$ cat src/tgr_pkg.sv
package tgr_pkg;

  localparam int unsigned ADDR_BITS = 22;
  localparam int unsigned COORD_W = 12;
  localparam int unsigned PROD_W = 2 * COORD_W;

  localparam logic [1:0] ACT_LOAD = 2'd0;
  localparam logic [1:0] ACT_START = 2'd1;
  localparam logic [1:0] ACT_CHAR = 2'd2;

  localparam logic [7:0] CODE_END = 8'd0;
  localparam logic [7:0] CODE_NEWLINE = 8'd10;

  localparam logic [COORD_W-1:0] GLYPH_WIDTH = 12'd8;
  localparam logic [COORD_W-1:0] LINE_STEP = 12'd20;

  localparam logic [1:0] CFG_LINE_WIDTH = 2'd0;
  localparam logic [1:0] CFG_TEXT_COLOUR = 2'd1;
  localparam logic [1:0] CFG_ORIGIN_X = 2'd2;
  localparam logic [1:0] CFG_ORIGIN_Y = 2'd3;

  localparam logic [COORD_W-1:0] LINE_WIDTH_RST = 12'd320;
  localparam logic [7:0] TEXT_COLOUR_RST = 8'd7;

  typedef struct packed {
    logic [1:0]  action;
    logic [7:0]  char_code;
    logic [11:0] font_index;
    logic [7:0]  font_byte;
  } in_item_t;

  typedef struct packed {
    logic [ADDR_BITS-1:0] pixel_address;
    logic [7:0]           pixel_mask;
    logic [7:0]           pixel_colour;
    logic                 last_row;
  } out_item_t;

  typedef enum logic [1:0] {
    ST_IDLE,
    ST_REDUCE,
    ST_EMIT
  } state_e;

  typedef struct packed {
    logic load;
    logic start;
    logic newline;
    logic glyph;
    logic reduce;
    logic emit;
  } dp_cmd_t;

  typedef struct packed {
    logic reduced;
    logic emit_done;
  } dp_status_t;

endpackage

$ cat src/tgr_ctrl.sv
module tgr_ctrl import tgr_pkg::*; (
  input  logic       clk_i,
  input  logic       rst_ni,
  input  logic       in_valid_i,
  input  logic [1:0] action_i,
  input  logic [7:0] char_code_i,
  input  dp_status_t status_i,
  output dp_cmd_t    cmd_o,
  output logic       in_stall_o
);

  state_e state_q, state_d;

  always_ff @(posedge clk_i or negedge rst_ni) begin
    if (!rst_ni) begin
      state_q <= ST_IDLE;
    end else begin
      state_q <= state_d;
    end
  end

  always_comb begin
    state_d = state_q;
    cmd_o = '0;
    in_stall_o = (state_q != ST_IDLE);
    case (state_q)
      ST_IDLE: begin
        if (in_valid_i) begin
          case (action_i)
            ACT_LOAD: begin
              cmd_o.load = 1'b1;
            end
            ACT_START: begin
              cmd_o.start = 1'b1;
            end
            ACT_CHAR: begin
              if (char_code_i == CODE_NEWLINE) begin
                cmd_o.newline = 1'b1;
              end else if (char_code_i != CODE_END) begin
                cmd_o.glyph = 1'b1;
                state_d = ST_REDUCE;
              end
            end
            default: ;
          endcase
        end
      end
      ST_REDUCE: begin
        cmd_o.reduce = 1'b1;
        if (status_i.reduced) begin
          state_d = ST_EMIT;
        end
      end
      ST_EMIT: begin
        cmd_o.emit = 1'b1;
        if (status_i.emit_done) begin
          state_d = ST_IDLE;
        end
      end
      default: begin
        state_d = ST_IDLE;
      end
    endcase
  end

endmodule

$ cat config.mk
export PLATFORM = sky130hd
export DESIGN_NAME = tgr_ctrl
export DESIGN_NICKNAME = d
export VERILOG_FILES = /design/src/tgr_pkg.sv /design/src/tgr_ctrl.sv
export SDC_FILE = /design/constraint.sdc
export NUM_CORES = 1
export LEC_CHECK = 0
export BUFFER_PORTS_ARGS = -buffer_cell sky130_fd_sc_hd__buf_2
export CAP_MARGIN = 10
export CORE_AREA = 10 10 47 49
export DETAILED_ROUTE_END_ITERATION = 12
export DIE_AREA = 0 0 57 59
export SLEW_MARGIN = 20
export SYNTH_ARGS = -nofsm -noshare
export SYNTH_HDL_FRONTEND = slang
export SYNTH_SLANG_ARGS = --single-unit
$ cat constraint.sdc
create_clock -name clk_i -period 3.3 [get_ports clk_i]
set_clock_uncertainty 0.2 [all_clocks]
set_input_delay 0.33 -clock clk_i [delete_from_list [all_inputs] [get_ports clk_i]]
set_output_delay 0.33 -clock clk_i [all_outputs]
set_load 0.05 [all_outputs]
* Word level (Yosys, flattened, before mapping) *
Index checks and enable logic that the tools add are counted.

operators by class
  $add $sub $neg = 0
  multipliers = 0
  div/mod/pow operators = 0
  magnitude comparators = 0
  eq/ne operators = 11
  shift-type cells = 0
  multiplexer cells = 17
  bitwise operators = 0
  reductions and logical operators = 5

operator list
  cell                                                  number
  2-to-1 mux 2 bit                                      7
  != test 2 bit (second input constant)                 5
  equality test 8 x 4 -> 1 bit (second input constant)  1
  2-to-1 mux 4 bit                                      2
  nonzero test 8 bit                                    1
  2-to-1 mux 1 bit                                      7
  one-hot mux 2 bit (3 select lines)                    1
  AND reduction 6 bit                                   1
  equality test 2 x 1 -> 1 bit (second input constant)  2
  equality test 2 bit (second input constant)           2
  logical NOT 2 bit                                     2
  != test 2 x 1 -> 1 bit (second input constant)        1
  nonzero test 2 bit                                    1

word-level totals
  flip-flop bits (word level) = 2
  bits in latches = 0
  RAM bits = 0
  bits in read-only memories = 0
  input bits = 15
  memories kept = 0

* Depth between registers and ports, before layout *
Gate-level depths: netlist (run 1).

  depth in word-level cells = 6
  mapped depth = 3

* Worst setup path after synthesis (run 1) *
OpenSTA, ideal clock, no wires.

  kind = input-to-output
  start = in char_code_i[0]
  end = out cmd_o[3] (netlist bit)
  arrival time = 1.977 ns
  required time = 2.770 ns
  setup slack = 0.793 ns
  stages on the path = 2
  path through = or4_4 nor3_1

RTL lines
  item             line           text
  start, declared  tgr_ctrl.sv:6  input logic [7:0] char_code_i,
  end, declared    tgr_ctrl.sv:8  output dp_cmd_t cmd_o,

==> results of run 1 <==
==> per-layer routing <==
metal,GRT usage,vias up,part of all wire
li1,-,124,-
met1,0.0371,99,0.33
met2,0.0636,19,0.48
met3,0.0300,2,0.15
met4,0.0805,0,0.040
met5,0,-,0
==> power groups by stage <==
stage	Clock, W	Combinational [W]	Sequential, W
2_1_floorplan	0	0.0000381	0.0000289
3_3_place_gp	0	0.0000568	0.0000290
3_5_place_dp	0	0.0000572	0.0000292
4_1_cts	0.0000587	0.0000582	0.0000289
5_1_grt	0.0000616	0.0000625	0.0000293
6_report	0.0000553	0.0000576	0.0000289
==> cell usage in the layout (no fill, tap or decap), drive strengths merged <==
cell         Yosys  layout
inv              3       3
nor4             1       1
xor2             1       1
buf              0      21
nor2             3       3
nand2            1       1
a22o             1       1
nand3            1       1
nor3b            1       1
clkbuf           0       3
nand4b           1       1
dlygate4sd3      0       1
nor3             2       2
or4              1       1
nor2b            2       2
o2bb2ai          1       1
dfrtp            2       2
==> what timing repair did <==
action / in CTS / in global routing
endpoints found under the hold margin: 2 / 0
endpoints found under the setup margin: 0 / 0
hold buffers: 1 / 0
setup buffers: 0 / 0
gates resized for setup: 0 / 0
==> stage by stage <==
step           hold WS (ns)  std cells  cell area, um^2
2_1_floorplan        -0.166         21              179
3_3_place_gp        -0.0852         58              304
3_5_place_dp        -0.0848         58              304
4_1_cts               0.142         62              337
5_1_grt               0.155         62              337
6_report              0.144         62              337
==> final cells by class <==
class / instances / area share
clock buffer: 3 / 0.0669
multi-input combinational: 16 / 0.349
inverter: 3 / 0.0335
sequential: 2 / 0.149
tap: 16 / 0.0595
timing repair buffer: 22 / 0.342
==> logic make-up (layout without fill, tap and decap cells) <==
| kind of cell | count (synthesis) | count (layout) | share of synthesized area |
|---|---|---|---|
| AO/OA/AOI/OAI | 2 | 2 | 0.0979 |
| buffers and inverters | 3 | 28 | 0.0629 |
| AND/OR/NAND/NOR | 13 | 13 | 0.510 |
| XOR/XNOR | 1 | 1 | 0.0490 |
| flip-flops | 2 | 2 | 0.280 |
==> worst max path at each step <==
stage / endpoint / slack, ns / cells past startpoint
2_1_floorplan: cmd_o[3] / 0.79 / 2
3_3_place_gp: cmd_o[2] / 1.29 / 5
3_5_place_dp: cmd_o[2] / 1.29 / 5
4_1_cts: cmd_o[2] / 1.29 / 5
5_1_grt: cmd_o[3] / 1.14 / 4
6_report: cmd_o[2] / 1.30 / 5
==> impl_metrics.yaml, run 1 <==
routing:
  firstDrtPassIters: 1
  drc: 0
  ant_nets: 0
  dr_total_vias: 244
  drt_iter0_markers: 0
  avgRoutedWirePerCell_um: 11.0
  viasPerCell: 3.94
  wl_um: 683
hold_path:
  worstHoldEndpoint: "state_q[1]"
  min_from: "status_i[1]"
  min_path_cells: 2
  min_path_type: "input port to register"
power_and_ir_drop:
  p_sw_frac: 0.398
  pwr-share-comb: 0.406
  p_sw_w: 0.0000565
  seqPwrFrac: 0.204
  pwr-share-clk: 0.390
  total_power_w: 0.000142
  cellPowerDensity_nw_per_um2: 421
  p_leak_nw: 0.189
  vdd_drop_max_uv: 79.7
  p_int_w: 0.0000853
timing:
  min_period_ns: 2.00
  rsz0062_at_grt: "no"
  setup_slack_ns: 1.30
  hold_viol_final: 0
  max_freq_mhz: 500
  tns_ns: 0
  fin_crit_sh: 0.606
  finalMaxSlewViolations: 0
  worstMarginPinSlew_ns: 0.258
  relSlewSlack: 0.827
  setup_violations: 0
logic_synthesis:
  synth_seq_area_share: 0.280
  yosys.area.top_type: "dfrtp_1"
  synth_ff_type: "dfrtp_1"
  postSynthNetCount: 36
  ys_seq_elements: 2
  ys_types: 14
  synth.cell_area_um2: 179
  synth_edf_count: 0
  synthCells: 21
  synth_top_area_frac: 0.280
  synth.cells.most_frequent: "inv_1 (3), nor2_1 (3), dfrtp_1 (2), nor2b_1 (2), nor3_1 (2)"
  yosys-top-cells-area: "dfrtp_1 (28%), nor4_4 (12%), nor2b_1 (7.0%)"
  synth.avg_cell_area_um2: 8.52
  ys_warn_count: 0
  synth-async-reset-ratio: 1.00
floorplan:
  die_w_um: 57
  rows: 14
  die_area_um2: 3360
  start_util: 0.128
  dieHeight_um: 59
  coreArea_um2: 1400
  ioPinCount: 22
placed_design:
  port_buffers: 21
  pre_cts_ws_ns: 1.29
  place_congestion: 0.627
  hpwl_um: 592
clock_tree:
  clock_tree.root_cell: "clkbuf_4"
  htree_levels: 1
  cts.sinks: 2
  cts.path.max_buffers: 2
  clk_pin_slew_ns: 0.03
  cts_tree: "done"
  cts_buffers: 3
  insertion_delay_ns: 0.23
setup_path:
  path_buf_inv: 2
  cpPeakStageDelay_ns: 0.55
  path_delay_family: "simple AND/OR/NAND/NOR gates"
  r2r_slack_ns: 2.13
  worst-setup-path-type: "input port to output port"
  r2r_cells: 3
  slowest_stage: "or4_4"
  worst_path_most_repeated_cell: "buf_2"
  cp_max_fo: 2
  crit_required_ns: 2.77
  startpoint: "char_code_i[0]"
  arrival_ns: 1.47
  critPathCaptureType: "output port"
  r2r_end: "state_q[0]"
  r2r-start: "state_q[0]"
  start_kind: "input port"
  crit_chain: "buf_2, or4_4, nor4_4, nor2_1, buf_2"
cells_and_area:
  largestRegisters: "state_q: 2 flops"
  regArea_um2: 50.0
  drive_gt1_frac: 0.565
  layout.nets: 63
  largest_reg_flops: 2
  multi_input_area_um2: 118
  fillCellCount: 166
  final_core_util: 0.240
  top_register: "state_q"
  diodes: 0
  area_growth_pct: 88.1
flow_run:
  cap_viol_max_count: 0
global_route:
  grt_use_total: 0.0477
  grt_antenna_before_repair: 0
  grt_overflow: 0
  grt_pass1_vias: 291
  grt_first_pass_wirelength_mm: 1.16
  grt_max_degree: 4
outcome:
  status: "finished clean"
Note: power is estimated with default switching activity, not from simulation.
==> run 2: changes to the inputs <==
- clock period: 3.3 -> 1.9 ns (I/O delays scaled with it)
==> run 2 against run 1 <==
Against the previous run: critical path type is now register to output port; combinational power is 81% higher; worst setup slack worse by 1.2 ns; sequential share of layout area is 0.93 points lower; cell count stayed put; critical endpoint is now cmd_o[3]; register-to-register slack worse by 1.4 ns; highest routed layer is now met3; largest power group unchanged; first-iteration DRC count is 4 higher; non-clock buffer count stayed put; power is 77% higher; via count is 0.82% lower; routed wire length is 4.7% higher; worst hold slack worse by 0.13 ns; largest cell class unchanged.
==> impl_metrics.yaml, run 2 (same netlist as run 1, synthesis figures left out) <==
setup_path:
  startpoint: "state_q[0]"
  crit_required_ns: 1.51
  cp_max_fo: 3
  r2r-start: "state_q[0]"
  cp-endpoint: "cmd_o[3]"
  critPathCaptureType: "output port"
  r2r_slack_ns: 0.74
  worst-setup-path-type: "register to output port"
  start_kind: "register"
  arrival_ns: 1.37
  r2r_end: "state_q[0]"
  r2r_cells: 3
timing:
  fin_crit_sh: 0.928
  finalMaxSlewViolations: 0
  rsz0062_at_grt: "no"
  relSlewSlack: 0.831
  worstMarginPinSlew_ns: 0.252
  tns_ns: 0
  setup_violations: 0
  min_period_ns: 1.76
  max_freq_mhz: 567
  hold_viol_final: 0
placed_design:
  place_congestion: 0.626
  hpwl_um: 637
  dp_cells: 58
  place_area_um2: 319
  port_buffers: 21
floorplan:
  dieHeight_um: 59
  ioPinCount: 22
  die_w_um: 57
  start_util: 0.128
  die_area_um2: 3360
  coreArea_um2: 1400
  rows: 14
cells_and_area:
  final_core_util: 0.256
  layout_commonest_cell: "buf_2"
  largest_reg_flops: 2
  fin_area_um2: 359
  area_growth_pct: 101
  layout_common_cells: "buf_2 (19), clkbuf_4 (5), inv_1 (3)"
  layout.cells.non_filler: 62
  diodes: 0
  top_register: "state_q"
  layout.nets: 63
  drive_gt1_frac: 0.652
  largestRegisters: "state_q: 2 flops"
routing:
  firstDrtPassIters: 2
  ant_nets: 0
  drc: 0
  viasPerCell: 3.90
  drt_iter0_markers: 4
  dr_total_vias: 242
  wl_um: 715
  avgRoutedWirePerCell_um: 11.5
power_and_ir_drop:
  cellPowerDensity_nw_per_um2: 697
  total_power_w: 0.000250
  p_leak_nw: 0.191
  vdd_drop_max_uv: 318
clock_tree:
  clock_tree.root_cell: "clkbuf_4"
  cts_tree: "done"
  htree_levels: 1
  insertion_delay_ns: 0.22
  clk_pin_slew_ns: 0.03
  cts_buffers: 3
  post_cts.repair.setup_buffers: 0
  cts.path.max_buffers: 2
  cts.sinks: 2
outcome:
  status: "finished clean"
global_route:
  grt_pass1_vias: 277
  grt_first_pass_wirelength_mm: 1.27
  grt_antenna_before_repair: 0
  grt_max_degree: 4
  grt_overflow: 0
  grt_use_total: 0.0506
hold_path:
  min_path_type: "input port to register"
  min_path_cells: 2
flow_run:
  cap_viol_max_count: 0
-- run 2: final cells by class --
cell class                 count  area (um^2)
clock buffer                   3         22.5
fill                         168         1040
inverter                       3         11.3
multi-input combinational     16          135
sequential                     2         50.0
tap                           16         20.0
timing repair buffer          22          120
-- run 2: metrics by stage --
step	setup slack, ns	hold WS, ns
after floorplan	0.101	-0.306
after global placement	0.147	-0.223
after detailed placement	0.145	-0.222
after CTS	0.0295	0.00723
after global routing	0.0223	0.00244
final	0.137	0.0135
-- run 2: layer usage --
metal / routed length (um) / global-route usage / part of all wire
met5: 0 / 0 / 0
met4: 0 / 0.0403 / 0
met3: 61 / 0.0429 / 0.085
met2: 354 / 0.0667 / 0.50
met1: 300 / 0.0499 / 0.42
-- run 2: timing repair --
| item | in CTS | in global routing |
|---|---|---|
| endpoints found under the hold margin | 2 | 0 |
| setup endpoints to repair | 0 | 2 |
| resized for setup | 0 | 3 |
| hold buffers | 1 | 0 |
-- run 2: critical path, stage by stage, from the launching register on --
cell	delay [ns]
dfrtp_1	0.38
nor2_2	0.15
nand4b_1	0.17
nor3_2	0.20
clkbuf_4	0.24
-- run 2: worst min-delay path by stage --
stage,startpoint,to,slack [ns]
floorplan,rst_ni,state_q[0],-0.31
global placement,rst_ni,state_q[1],-0.22
CTS,status_i[1],state_q[1],0.007
detailed placement,rst_ni,state_q[0],-0.22
global route,status_i[1],state_q[1],0.002
finish,status_i[1],state_q[1],0.01
-- run 2: where the power goes --
part / switching [W] / internal [W] / leakage (nW)
Clock: 0.0000252 / 0.0000698 / 0.0138
Combinational: 0.0000715 / 0.0000328 / 0.151
Sequential: 0.00000344 / 0.0000474 / 0.0268
